===== src/sv/ftd_pkg.sv =====
// Shared types and constants for the FLV tag deframer.
`timescale 1ns / 1ps

package ftd_pkg;

  localparam logic [3:0]  HEADER_LAST  = 4'd14;
  localparam logic [3:0]  HDR_KIND     = 4'd4;
  localparam logic [3:0]  HDR_SIZE_LO  = 4'd5;
  localparam logic [3:0]  HDR_SIZE_HI  = 4'd7;
  localparam logic [3:0]  HDR_TIME_LO  = 4'd8;
  localparam logic [3:0]  HDR_TIME_HI  = 4'd10;
  localparam logic [7:0]  KIND_AUDIO   = 8'd8;
  localparam logic [7:0]  KIND_VIDEO   = 8'd9;
  localparam logic [3:0]  FRAME_KEY    = 4'd1;
  localparam logic [3:0]  CODEC_SKIP1  = 4'd4;
  localparam logic [3:0]  CODEC_SKIP4  = 4'd5;
  localparam logic [2:0]  SKIP_ONE     = 3'd1;
  localparam logic [2:0]  SKIP_FOUR    = 3'd4;
  localparam logic [13:0] TIME_SCALE   = 14'd10000;

  localparam int QUEUE_DEPTH = 4;
  localparam int QPTR_W      = $clog2(QUEUE_DEPTH);
  localparam int QCNT_W      = $clog2(QUEUE_DEPTH + 1);

  typedef enum logic [1:0] {
    PH_HEADER  = 2'd0,
    PH_FLAGS   = 2'd1,
    PH_SKIP    = 2'd2,
    PH_PAYLOAD = 2'd3
  } phase_t;

  typedef struct packed {
    logic        is_video;
    logic [23:0] tag_time;
    logic        sync_point;
    logic [7:0]  payload_byte;
    logic        byte_valid;
    logic        first_of_packet;
    logic        last_of_packet;
  } rec_t;

endpackage


===== src/sv/flv_tag_deframer.sv =====
// Top level of the FLV tag deframer.
//
//   channel  | valid         | stall         | payload
//   ---------+---------------+---------------+-------------------------------------
//   stream   | stream_valid  | stream_stall  | stream_byte
//   packet   | packet_valid  | packet_stall  | is_video, start_time, sync_point,
//            |               |               | payload_byte, byte_valid,
//            |               |               | first_of_packet, last_of_packet
//
// One stream byte per cycle while stream_stall is low; a packet transaction passes
// through the queue write, then the timestamp multiply into the output register.
// The 4-entry record queue sets how long the packet side may stall before
// stream_stall rises. Synchronous reset returns the parser to the header
// phase and empties the queue and the output register.
`timescale 1ns / 1ps

module flv_tag_deframer (
  input  logic        clk,
  input  logic        rst,
  input  logic        stream_valid,
  output logic        stream_stall,
  input  logic [7:0]  stream_byte,
  output logic        packet_valid,
  input  logic        packet_stall,
  output logic        is_video,
  output logic [37:0] start_time,
  output logic        sync_point,
  output logic [7:0]  payload_byte,
  output logic        byte_valid,
  output logic        first_of_packet,
  output logic        last_of_packet
);
  import ftd_pkg::*;

  rec_t q_in;
  rec_t q_head;
  logic q_push;
  logic q_pop;
  logic q_empty;
  logic q_full;

  ftd_front u_front (
    .clk          (clk),
    .rst          (rst),
    .stream_valid (stream_valid),
    .stream_stall (stream_stall),
    .stream_byte  (stream_byte),
    .full         (q_full),
    .push         (q_push),
    .rec          (q_in)
  );

  ftd_queue u_queue (
    .clk      (clk),
    .rst      (rst),
    .push     (q_push),
    .push_rec (q_in),
    .pop      (q_pop),
    .head_rec (q_head),
    .empty    (q_empty),
    .full     (q_full)
  );

  ftd_back u_back (
    .clk             (clk),
    .rst             (rst),
    .empty           (q_empty),
    .head_rec        (q_head),
    .pop             (q_pop),
    .packet_valid    (packet_valid),
    .packet_stall    (packet_stall),
    .is_video        (is_video),
    .start_time      (start_time),
    .sync_point      (sync_point),
    .payload_byte    (payload_byte),
    .byte_valid      (byte_valid),
    .first_of_packet (first_of_packet),
    .last_of_packet  (last_of_packet)
  );

  a_no_overflow: assert property (@(posedge clk) disable iff (rst)
    q_push |-> !q_full)
    else $error("record queue written while full");

  a_empty_marker: assert property (@(posedge clk) disable iff (rst)
    (packet_valid && !byte_valid) |-> (first_of_packet && last_of_packet &&
                                       payload_byte == 8'd0))
    else $error("empty packet marker malformed");

  a_pop_nonempty: assert property (@(posedge clk) disable iff (rst)
    q_pop |=> packet_valid)
    else $error("queue pop did not load the output register");

endmodule


===== src/sv/ftd_front.sv =====
// Tag header parser: takes stream bytes and queues packet records.
`timescale 1ns / 1ps

module ftd_front (
  input  logic          clk,
  input  logic          rst,
  input  logic          stream_valid,
  output logic          stream_stall,
  input  logic [7:0]    stream_byte,
  input  logic          full,
  output logic          push,
  output ftd_pkg::rec_t rec
);
  import ftd_pkg::*;

  phase_t      phase, phase_next;
  logic [3:0]  header_count, header_count_next;
  logic [7:0]  tag_kind, tag_kind_next;
  logic [23:0] payload_length, payload_length_next;
  logic [23:0] tag_time, tag_time_next;
  logic [23:0] bytes_left, bytes_left_next;
  logic [2:0]  skip_left, skip_left_next;
  logic        keyframe_flag, keyframe_flag_next;
  logic        first_pending, first_pending_next;

  logic        take;
  logic        av;
  logic        is_vid;
  logic        header_end;
  logic [23:0] bl_dec;
  logic [2:0]  sl_dec;
  logic [2:0]  codec_skip;
  logic [2:0]  skip_clamped;
  logic        new_key;

  assign stream_stall = full;
  assign take         = stream_valid && !full;
  assign is_vid       = (tag_kind == KIND_VIDEO);
  assign av           = (tag_kind == KIND_AUDIO) || is_vid;
  assign header_end   = (header_count >= HEADER_LAST);
  assign bl_dec       = bytes_left - 24'd1;
  assign sl_dec       = skip_left - 3'd1;
  assign new_key      = is_vid ? (stream_byte[7:4] == FRAME_KEY) : keyframe_flag;

  always_comb begin
    codec_skip = 3'd0;
    if (is_vid) begin
      if (stream_byte[3:0] == CODEC_SKIP1) codec_skip = SKIP_ONE;
      else if (stream_byte[3:0] == CODEC_SKIP4) codec_skip = SKIP_FOUR;
    end
    if ({21'd0, codec_skip} > bl_dec) skip_clamped = bl_dec[2:0];
    else skip_clamped = codec_skip;
  end

  always_comb begin
    phase_next = phase;
    if (take) begin
      case (phase)
        PH_HEADER: begin
          if (header_end) begin
            if (payload_length == 24'd0) phase_next = PH_HEADER;
            else if ((tag_kind == KIND_AUDIO) || (tag_kind == KIND_VIDEO))
              phase_next = PH_FLAGS;
            else phase_next = PH_PAYLOAD;
          end
        end
        PH_FLAGS: begin
          if (bl_dec == 24'd0) phase_next = PH_HEADER;
          else if (skip_clamped != 3'd0) phase_next = PH_SKIP;
          else phase_next = PH_PAYLOAD;
        end
        PH_SKIP: begin
          if (bl_dec == 24'd0) phase_next = PH_HEADER;
          else if (sl_dec == 3'd0) phase_next = PH_PAYLOAD;
        end
        PH_PAYLOAD: begin
          if (bl_dec == 24'd0) phase_next = PH_HEADER;
        end
        default: phase_next = PH_HEADER;
      endcase
    end
  end

  always_comb begin
    header_count_next   = header_count;
    tag_kind_next       = tag_kind;
    payload_length_next = payload_length;
    tag_time_next       = tag_time;
    bytes_left_next     = bytes_left;
    skip_left_next      = skip_left;
    keyframe_flag_next  = keyframe_flag;
    first_pending_next  = first_pending;
    push                = 1'b0;
    rec.is_video        = is_vid;
    rec.tag_time        = tag_time;
    rec.sync_point      = is_vid ? keyframe_flag : 1'b1;
    rec.payload_byte    = 8'd0;
    rec.byte_valid      = 1'b0;
    rec.first_of_packet = first_pending;
    rec.last_of_packet  = 1'b1;
    if (take) begin
      case (phase)
        PH_HEADER: begin
          if (header_count == HDR_KIND) tag_kind_next = stream_byte;
          else if (header_count >= HDR_SIZE_LO && header_count <= HDR_SIZE_HI)
            payload_length_next = {payload_length[15:0], stream_byte};
          else if (header_count >= HDR_TIME_LO && header_count <= HDR_TIME_HI)
            tag_time_next = {tag_time[15:0], stream_byte};
          if (header_end) begin
            header_count_next  = 4'd0;
            bytes_left_next    = payload_length;
            first_pending_next = 1'b1;
            keyframe_flag_next = 1'b0;
            skip_left_next     = 3'd0;
          end else begin
            header_count_next = header_count + 4'd1;
          end
        end
        PH_FLAGS: begin
          bytes_left_next    = bl_dec;
          keyframe_flag_next = new_key;
          skip_left_next     = skip_clamped;
          rec.sync_point     = is_vid ? new_key : 1'b1;
          if (bl_dec == 24'd0) begin
            push               = 1'b1;
            first_pending_next = 1'b0;
          end
        end
        PH_SKIP: begin
          bytes_left_next = bl_dec;
          skip_left_next  = sl_dec;
          if (bl_dec == 24'd0) begin
            push               = 1'b1;
            first_pending_next = 1'b0;
            skip_left_next     = 3'd0;
          end
        end
        PH_PAYLOAD: begin
          bytes_left_next    = bl_dec;
          rec.payload_byte   = stream_byte;
          rec.byte_valid     = 1'b1;
          rec.last_of_packet = (bl_dec == 24'd0);
          if (av) begin
            push               = 1'b1;
            first_pending_next = 1'b0;
          end
        end
        default: begin
          push = 1'b0;
        end
      endcase
    end
  end

  always_ff @(posedge clk) begin
    if (rst) begin
      phase          <= PH_HEADER;
      header_count   <= 4'd0;
      tag_kind       <= 8'd0;
      payload_length <= 24'd0;
      tag_time       <= 24'd0;
      bytes_left     <= 24'd0;
      skip_left      <= 3'd0;
      keyframe_flag  <= 1'b0;
      first_pending  <= 1'b1;
    end else begin
      phase          <= phase_next;
      header_count   <= header_count_next;
      tag_kind       <= tag_kind_next;
      payload_length <= payload_length_next;
      tag_time       <= tag_time_next;
      bytes_left     <= bytes_left_next;
      skip_left      <= skip_left_next;
      keyframe_flag  <= keyframe_flag_next;
      first_pending  <= first_pending_next;
    end
  end

endmodule


===== src/sv/ftd_queue.sv =====
// Short record queue between the header parser and the output stage.
`timescale 1ns / 1ps

module ftd_queue (
  input  logic          clk,
  input  logic          rst,
  input  logic          push,
  input  ftd_pkg::rec_t push_rec,
  input  logic          pop,
  output ftd_pkg::rec_t head_rec,
  output logic          empty,
  output logic          full
);
  import ftd_pkg::*;

  rec_t              mem [QUEUE_DEPTH];
  logic [QPTR_W-1:0] wr_ptr;
  logic [QPTR_W-1:0] rd_ptr;
  logic [QCNT_W-1:0] count;
  logic              do_push;
  logic              do_pop;

  assign empty    = (count == QCNT_W'(0));
  assign full     = (count == QCNT_W'(QUEUE_DEPTH));
  assign do_push  = push && !full;
  assign do_pop   = pop && !empty;
  assign head_rec = mem[rd_ptr];

  always_ff @(posedge clk) begin
    if (do_push) begin
      mem[wr_ptr] <= push_rec;
    end
  end

  always_ff @(posedge clk) begin
    if (rst) begin
      wr_ptr <= '0;
      rd_ptr <= '0;
      count  <= '0;
    end else begin
      if (do_push) wr_ptr <= wr_ptr + QPTR_W'(1);
      if (do_pop) rd_ptr <= rd_ptr + QPTR_W'(1);
      if (do_push && !do_pop) count <= count + QCNT_W'(1);
      else if (do_pop && !do_push) count <= count - QCNT_W'(1);
    end
  end

endmodule


===== src/sv/ftd_back.sv =====
// Output stage: scales the timestamp and holds the packet transaction.
`timescale 1ns / 1ps

module ftd_back (
  input  logic          clk,
  input  logic          rst,
  input  logic          empty,
  input  ftd_pkg::rec_t head_rec,
  output logic          pop,
  output logic          packet_valid,
  input  logic          packet_stall,
  output logic          is_video,
  output logic [37:0]   start_time,
  output logic          sync_point,
  output logic [7:0]    payload_byte,
  output logic          byte_valid,
  output logic          first_of_packet,
  output logic          last_of_packet
);
  import ftd_pkg::*;

  logic        load;
  logic [37:0] scaled;

  assign load   = !packet_valid || !packet_stall;
  assign pop    = load && !empty;
  assign scaled = 38'(head_rec.tag_time) * 38'(TIME_SCALE);

  always_ff @(posedge clk) begin
    if (rst) begin
      packet_valid <= 1'b0;
    end else if (load) begin
      packet_valid <= !empty;
    end
  end

  always_ff @(posedge clk) begin
    if (pop) begin
      is_video        <= head_rec.is_video;
      start_time      <= scaled;
      sync_point      <= head_rec.sync_point;
      payload_byte    <= head_rec.payload_byte;
      byte_valid      <= head_rec.byte_valid;
      first_of_packet <= head_rec.first_of_packet;
      last_of_packet  <= head_rec.last_of_packet;
    end
  end

endmodule

===== config.mk =====
export PLATFORM = sky130hd
export DESIGN_NAME = flv_tag_deframer
export DESIGN_NICKNAME = d
export VERILOG_FILES = /design/src/sv/ftd_pkg.sv /design/src/sv/flv_tag_deframer.sv /design/src/sv/ftd_front.sv /design/src/sv/ftd_queue.sv /design/src/sv/ftd_back.sv
export SDC_FILE = /design/constraint.sdc
export NUM_CORES = 1
export LEC_CHECK = 0
export BUFFER_PORTS_ARGS = -buffer_cell sky130_fd_sc_hd__buf_2
export CAP_MARGIN = 20
export CELL_PAD_IN_SITES_DETAIL_PLACEMENT = 1
export CELL_PAD_IN_SITES_GLOBAL_PLACEMENT = 1
export CORE_MARGIN = 3
export CORE_UTILIZATION = 40
export CTS_CLUSTER_DIAMETER = 100
export DETAILED_ROUTE_END_ITERATION = 16
export GPL_TIMING_DRIVEN = 0
export HOLD_SLACK_MARGIN = 0.03
export PLACE_DENSITY = 0.64
export SKIP_LAST_GASP = 1
export SLEW_MARGIN = 25
export SYNTH_ARGS = -nofsm -noshare
export SYNTH_HDL_FRONTEND = slang
export SYNTH_SLANG_ARGS = --single-unit
export TNS_END_PERCENT = 30

===== constraint.sdc =====
create_clock -name clk -period 19.2 [get_ports clk]
set_input_delay 4.8 -clock clk [delete_from_list [all_inputs] [get_ports clk]]
set_output_delay 4.8 -clock clk [all_outputs]
set_load 0.02 [all_outputs]

---- Yosys cells after proc, flatten, opt, wreduce, memory -nomap -nowiden ----
Memory sizes are Yosys's and may differ from the RTL's. A register that Yosys moved wholly into a read port is not among the register bits.
Index checks and enable logic that the tools add are counted.
operators by class
  muxes and demuxes ....................... 43
  reductions and logical operators ........ 36
  eq/ne operators ......................... 15
  add/subtract/negate cells ............... 7
  $mul .................................... 1
  magnitude comparators ................... 6
  bitwise logic cells ..................... 2
operator list
  cell                    count
  $logic_not 24->1        2
  $pmux 24 s2             1
  $mul 24x10->34 const B  1
  $gt 3x24->1             1
  $mux 24                 1
  $mux 3                  8
  $sub 24x1->24 const B   1
  $mux 2                  9
  $eq 8x4->1 const B      2
  $mux 1                  16
  $eq 4x3->1 const B      3
  $reduce_and 4->1        3
  $mux 10                 1
  $mux 9                  1
  $pmux 3 s3              1
  $reduce_and 3->1        3
  $ge 4x4->1 const B      2
  $logic_and 1x1->1       8
  $ne 2x1->1 const B      4
  $pmux 2 s4              1
  $logic_not 1->1         6
  $logic_not 3->1         2
  $reduce_bool 3->1       2
  $sub 3x1->3 const B     2
  22 further kinds        29
storage, ports and cells
  bits of input ports ..................... 12
  memories ................................ 1
  output and inout port bits .............. 53
  bits in writable memories ............... 148
  register bits ........................... 146
memory list
  name         depth  bits a word  rd ports  clocked after Yosys merged registers in  write ports  RTL line         text
  u_queue.mem  4      37           1         1                                        1            ftd_queue.sv:16  rec_t mem [QUEUE_DEPTH];

---- Longest topological paths before layout ----
  word-level depth ........................ 10
  depth in mapped cells ................... 25
  mapped depth without buffers ............ 22

---- By module ----
From an unflattened synthesis, not the netlist that was laid out.
second synthesis, totals
  cells, all modules ...................... 1,429
  area, all modules ....................... 16,240.6 sq um
by module, submodules not included
  module     area an instance (sq um)  cells an instance  seq. area each (sq um)  times used
  ftd_queue  5,844.4                   241                4,624.4                 1
  ftd_back   5,546.6                   546                1,431.4                 1
  ftd_front  4,849.7                   642                1,821.7                 1

---- Worst setup path after synthesis ----
No wires, ideal clock.
  path type ............................... in2reg
  start ................................... input port packet_stall
  end ..................................... register u_queue.count[2]
  setup time .............................. 0.070 ns
  data required time ...................... 19.130 ns
  arrival ................................. 8.437 ns
  stages .................................. 8
  slack ................................... 10.692 ns
  cell sequence ........................... a21oi_1 > inv_1 > ha_1 > inv_1 > fa_1 > xor2_1 > or3_1 > a21oi_1
between the ends
  word-level cells in the longest chain between the ends .. 7
  elaborated cells on any way between the ends .. 9
  those cells by class .................... 1 x mux; 8 x reduce/logical
RTL lines
  what                                                RTL line                text
  start: declaration                                  flv_tag_deframer.sv:24  input logic packet_stall,
  $logic_not 1->1 *                                   ftd_back.sv:25          assign load = !packet_valid || !packet_stall;
  $logic_or 1x1->1 *                                  ftd_back.sv:25
  $logic_and 1x1->1 *                                 ftd_back.sv:26          assign pop = load && !empty;
  $logic_and 1x1->1 *                                 ftd_queue.sv:26         assign do_pop = pop && !empty;
  $logic_not 1->1                                     ftd_queue.sv:43         if (do_push && !do_pop) count <= count + QCNT_W'(1);
  $logic_and 1x1->1                                   ftd_queue.sv:43
  $mux 3 / $reduce_bool 2->1 (equally long branches)  --
  end signal: assignment                              ftd_queue.sv:43
  end signal: assignment                              ftd_queue.sv:44         else if (do_pop && !do_push) count <= count - QCNT_W'(1);
  end: declaration                                    ftd_queue.sv:19         logic [QCNT_W-1:0] count;
Every way passes the cells marked *; elsewhere a longest branch is shown, timed or not.
A chain may end at the register's enable or synchronous reset.

==> impl_metrics.json <==
{
  "finalCritPeriodShare_pct": 40.7,
  "final_cells": 1990,
  "fin_skew_ps": 24.1,
  "grt_max_degree": 38,
  "maxSlewHeadroom_pct": 37.7,
  "yosys_warnings": 0,
  "first_global_vias": 11300,
  "drive_above_1_share_pct": 13.3,
  "hold_path_end": "u_front.skip_left[1]$_SDFFE_PP0P_",
  "max_cap_violations": 0,
  "ctsRootBufferMaster": "clkbuf_16",
  "final_common_cell": "edfxtp_1",
  "final_cell_mix": "edfxtp_1, nand2_1, inv_1, ha_1, dfxtp_1",
  "cts_tree": "done",
  "final-setup-viol-count": 0,
  "critPathRequiredTime_ps": 19470,
  "layout-area-overhead-vs-synth_pct": 14.1,
  "dp.cells": 1926,
  "powerDensity_nw_per_um2": 91.4,
  "pre_cts_slack_ps": 11230,
  "fmax_ghz": 0.128,
  "finalPower_mw": 1.65,
  "final.fill_count": 4187,
  "ff2ff_path_depth": 23,
  "grt_pass1_wl_mm": 61.0,
  "cts_sinks": 296,
  "r2r_setup_slack_ps": 11390,
  "synth_edf_count": 195,
  "synth_seq_cells": 296,
  "whs_ps": 453,
  "synth_seq_area_share_pct": 49.7,
  "antenna_found_initial": 0,
  "synthArstFlopShare_pct": 0,
  "start_util_pct": 40.7,
  "clk_latency_ps": 540,
  "ioPinCount": 65,
  "gp_congestion": 0.851,
  "ant_nets": 0,
  "startpoint_type": "flop",
  "synth_top_area_share_pct": 37.0,
  "synthTopCellsByArea": "edfxtp_1, dfxtp_1, ha_1",
  "cp.arrival_ps": 8080,
  "holdBufCountCts": 0,
  "cts_setup_buffers": 0,
  "die_x_um": 205,
  "synth_area_per_cell_um2": 11.8,
  "core_um2": 38900,
  "port_buffers": 59,
  "totalWireLength_mm": 37.8,
  "drtIter0Drc": 446,
  "grt_busiest_layer": "met2",
  "setup_tns_ps": 0,
  "synthCells": 1343,
  "slew_viol_final": 0,
  "final_util_pct": 46.5,
  "endpoint_kind": "flop",
  "synth_area_leader_cell": "edfxtp_1",
  "rr_endpoint": "u_back.start_time[36]$_DFFE_PP_",
  "layout_setup_ws_ps": 11390,
  "multi_input_area_um2": 7260,
  "die_h_um": 205,
  "cp_max_fo": 10,
  "grt_use_met3_pct": 2.99,
  "grt_overflow_total": 0,
  "use_met1_pct": 22.7,
  "ir_worst_vdd_uv": 96.0,
  "clockBufferDepth": 3,
  "synth_area_um2": 15800,
  "status": "finished, final reports clean",
  "final_area_um2": 18100,
  "num_antenna_cells": 0,
  "rows": 72,
  "hold_path.class": "flop to flop",
  "synth_ff_type": "edfxtp_1",
  "clk_pin_slew_ps": 60,
  "drc_errors": 0,
  "vias_per_cell": 5.25,
  "die-area_um2": 42000,
  "path_class": "flop to flop",
  "finalNetCount": 1630,
  "avgRoutedWirePerCell_um": 19.0,
  "p_leak_nw": 6.86,
  "post_cts_resized": 0,
  "regArea_um2": 7880,
  "vias": 10400,
  "worstMarginPinSlew_ps": 935,
  "hp-start": "u_front.skip_left[1]$_SDFFE_PP0P_",
  "hold_path_depth": 2,
  "fin_crit_ps": 7810,
  "grt_use_met2_pct": 33.5,
  "dp_hpwl_mm": 27.5,
  "rsz0062_at_grt": "false",
  "hold_viol_final": 0,
  "dr.pass1.iters": 5,
  "numCtsBuffers": 35,
  "grt.total_usage_pct": 18.4,
  "placed_area_um2": 16900,
  "ys_types": 75,
  "h-tree-depth": 2
}
-- worst max-delay path: stages (launching register included) --
cell	delay, ps
dfxtp_1	310
clkbuf_1	460
clkbuf_1	690
buf_1	770
mux4_2	710
ha_1	360
xor2_1	170
ha_1	280
inv_1	50
fa_1	530
inv_1	40
ha_1	260
inv_1	50
fa_1	490
inv_1	40
ha_1	230
or3_1	410
a211oi_1	400
nor4_1	100
nor2_1	360
a21o_1	240
o31ai_1	130
a221oi_1	350
xnor2_1	100
-- cell usage after synthesis (6+ instances only) --
master / n
and3_1: 12
edfxtp_1: 195
dfxtp_1: 101
o21ai_0: 29
ha_1: 120
nand2_1: 147
clkbuf_1: 43
inv_1: 135
a21oi_1: 96
fa_1: 53
xor2_1: 18
a221oi_1: 17
o21a_1: 6
nand4_1: 9
nor3_1: 21
mux4_2: 43
a21o_1: 28
mux2i_1: 18
xnor2_1: 27
nor4_1: 12
a211oi_1: 6
nand3_1: 18
nor2_1: 85
-- metal layers --
| metal | share of wire, % | vias to the layer above |
|---|---|---|
| met5 | 0 | - |
| met4 | 1.9 | 0 |
| met3 | 3.2 | 55 |
| met2 | 51 | 154 |
| met1 | 44 | 5231 |
| li1 | - | 5007 |
-- power breakdown --
part	switching [mW]	internal (mW)	total, mW
logic	0.152	0.0890	0.241
clock network	0.267	0.410	0.677
registers	0.0123	0.722	0.734
total	0.432	1.22	1.65
-- worst max-delay path by stage --
stage                                      end  cells after the start
2_1_floorplan    u_queue.count[2]$_SDFFE_PP0P_                      8
3_3_place_gp     u_queue.count[2]$_SDFFE_PP0P_                      9
3_5_place_dp   u_back.start_time[36]$_DFFE_PP_                     23
4_1_cts        u_back.start_time[36]$_DFFE_PP_                     23
5_1_grt        u_back.start_time[36]$_DFFE_PP_                     23
6_report       u_back.start_time[36]$_DFFE_PP_                     23
-- layout make-up --
cell class / instances / share of cell area (%)
clock buffer: 47 / 5.32
timing repair buffer: 62 / 2.09
multi-input combinational: 859 / 40.2
buffer: 56 / 1.29
clock inverter: 17 / 1.19
tap: 518 / 3.58
sequential: 296 / 43.6
inverter: 135 / 2.80
-- sequential cells by signal, indices dropped and copies added (netlist names), 2 cells and up, named ones only --
name / flops
u_front.payload_length: 24
u_back.start_time: 34
u_queue.rd_ptr: 2
u_front.bytes_left: 24
u_queue.count: 3
u_front.phase: 2
u_queue.wr_ptr: 2
u_back.payload_byte: 8
u_front.skip_left: 3
u_front.tag_time: 24
u_queue.mem: 148
u_front.tag_kind: 8
u_front.header_count: 4
-- kinds of logic after synthesis --
group	count (synthesis)	share of synthesized area, %
AO/OA/AOI/OAI	216	8.68
XOR/XNOR	45	2.49
adder cells (fa/ha/maj)	173	16.2
buffers and inverters	191	4.65
flip-flops	296	49.7
multiplexers	61	7.25
other	1	0.0237
AND/OR/NAND/NOR	360	11.0
Power figures use the tool's default switching activity.
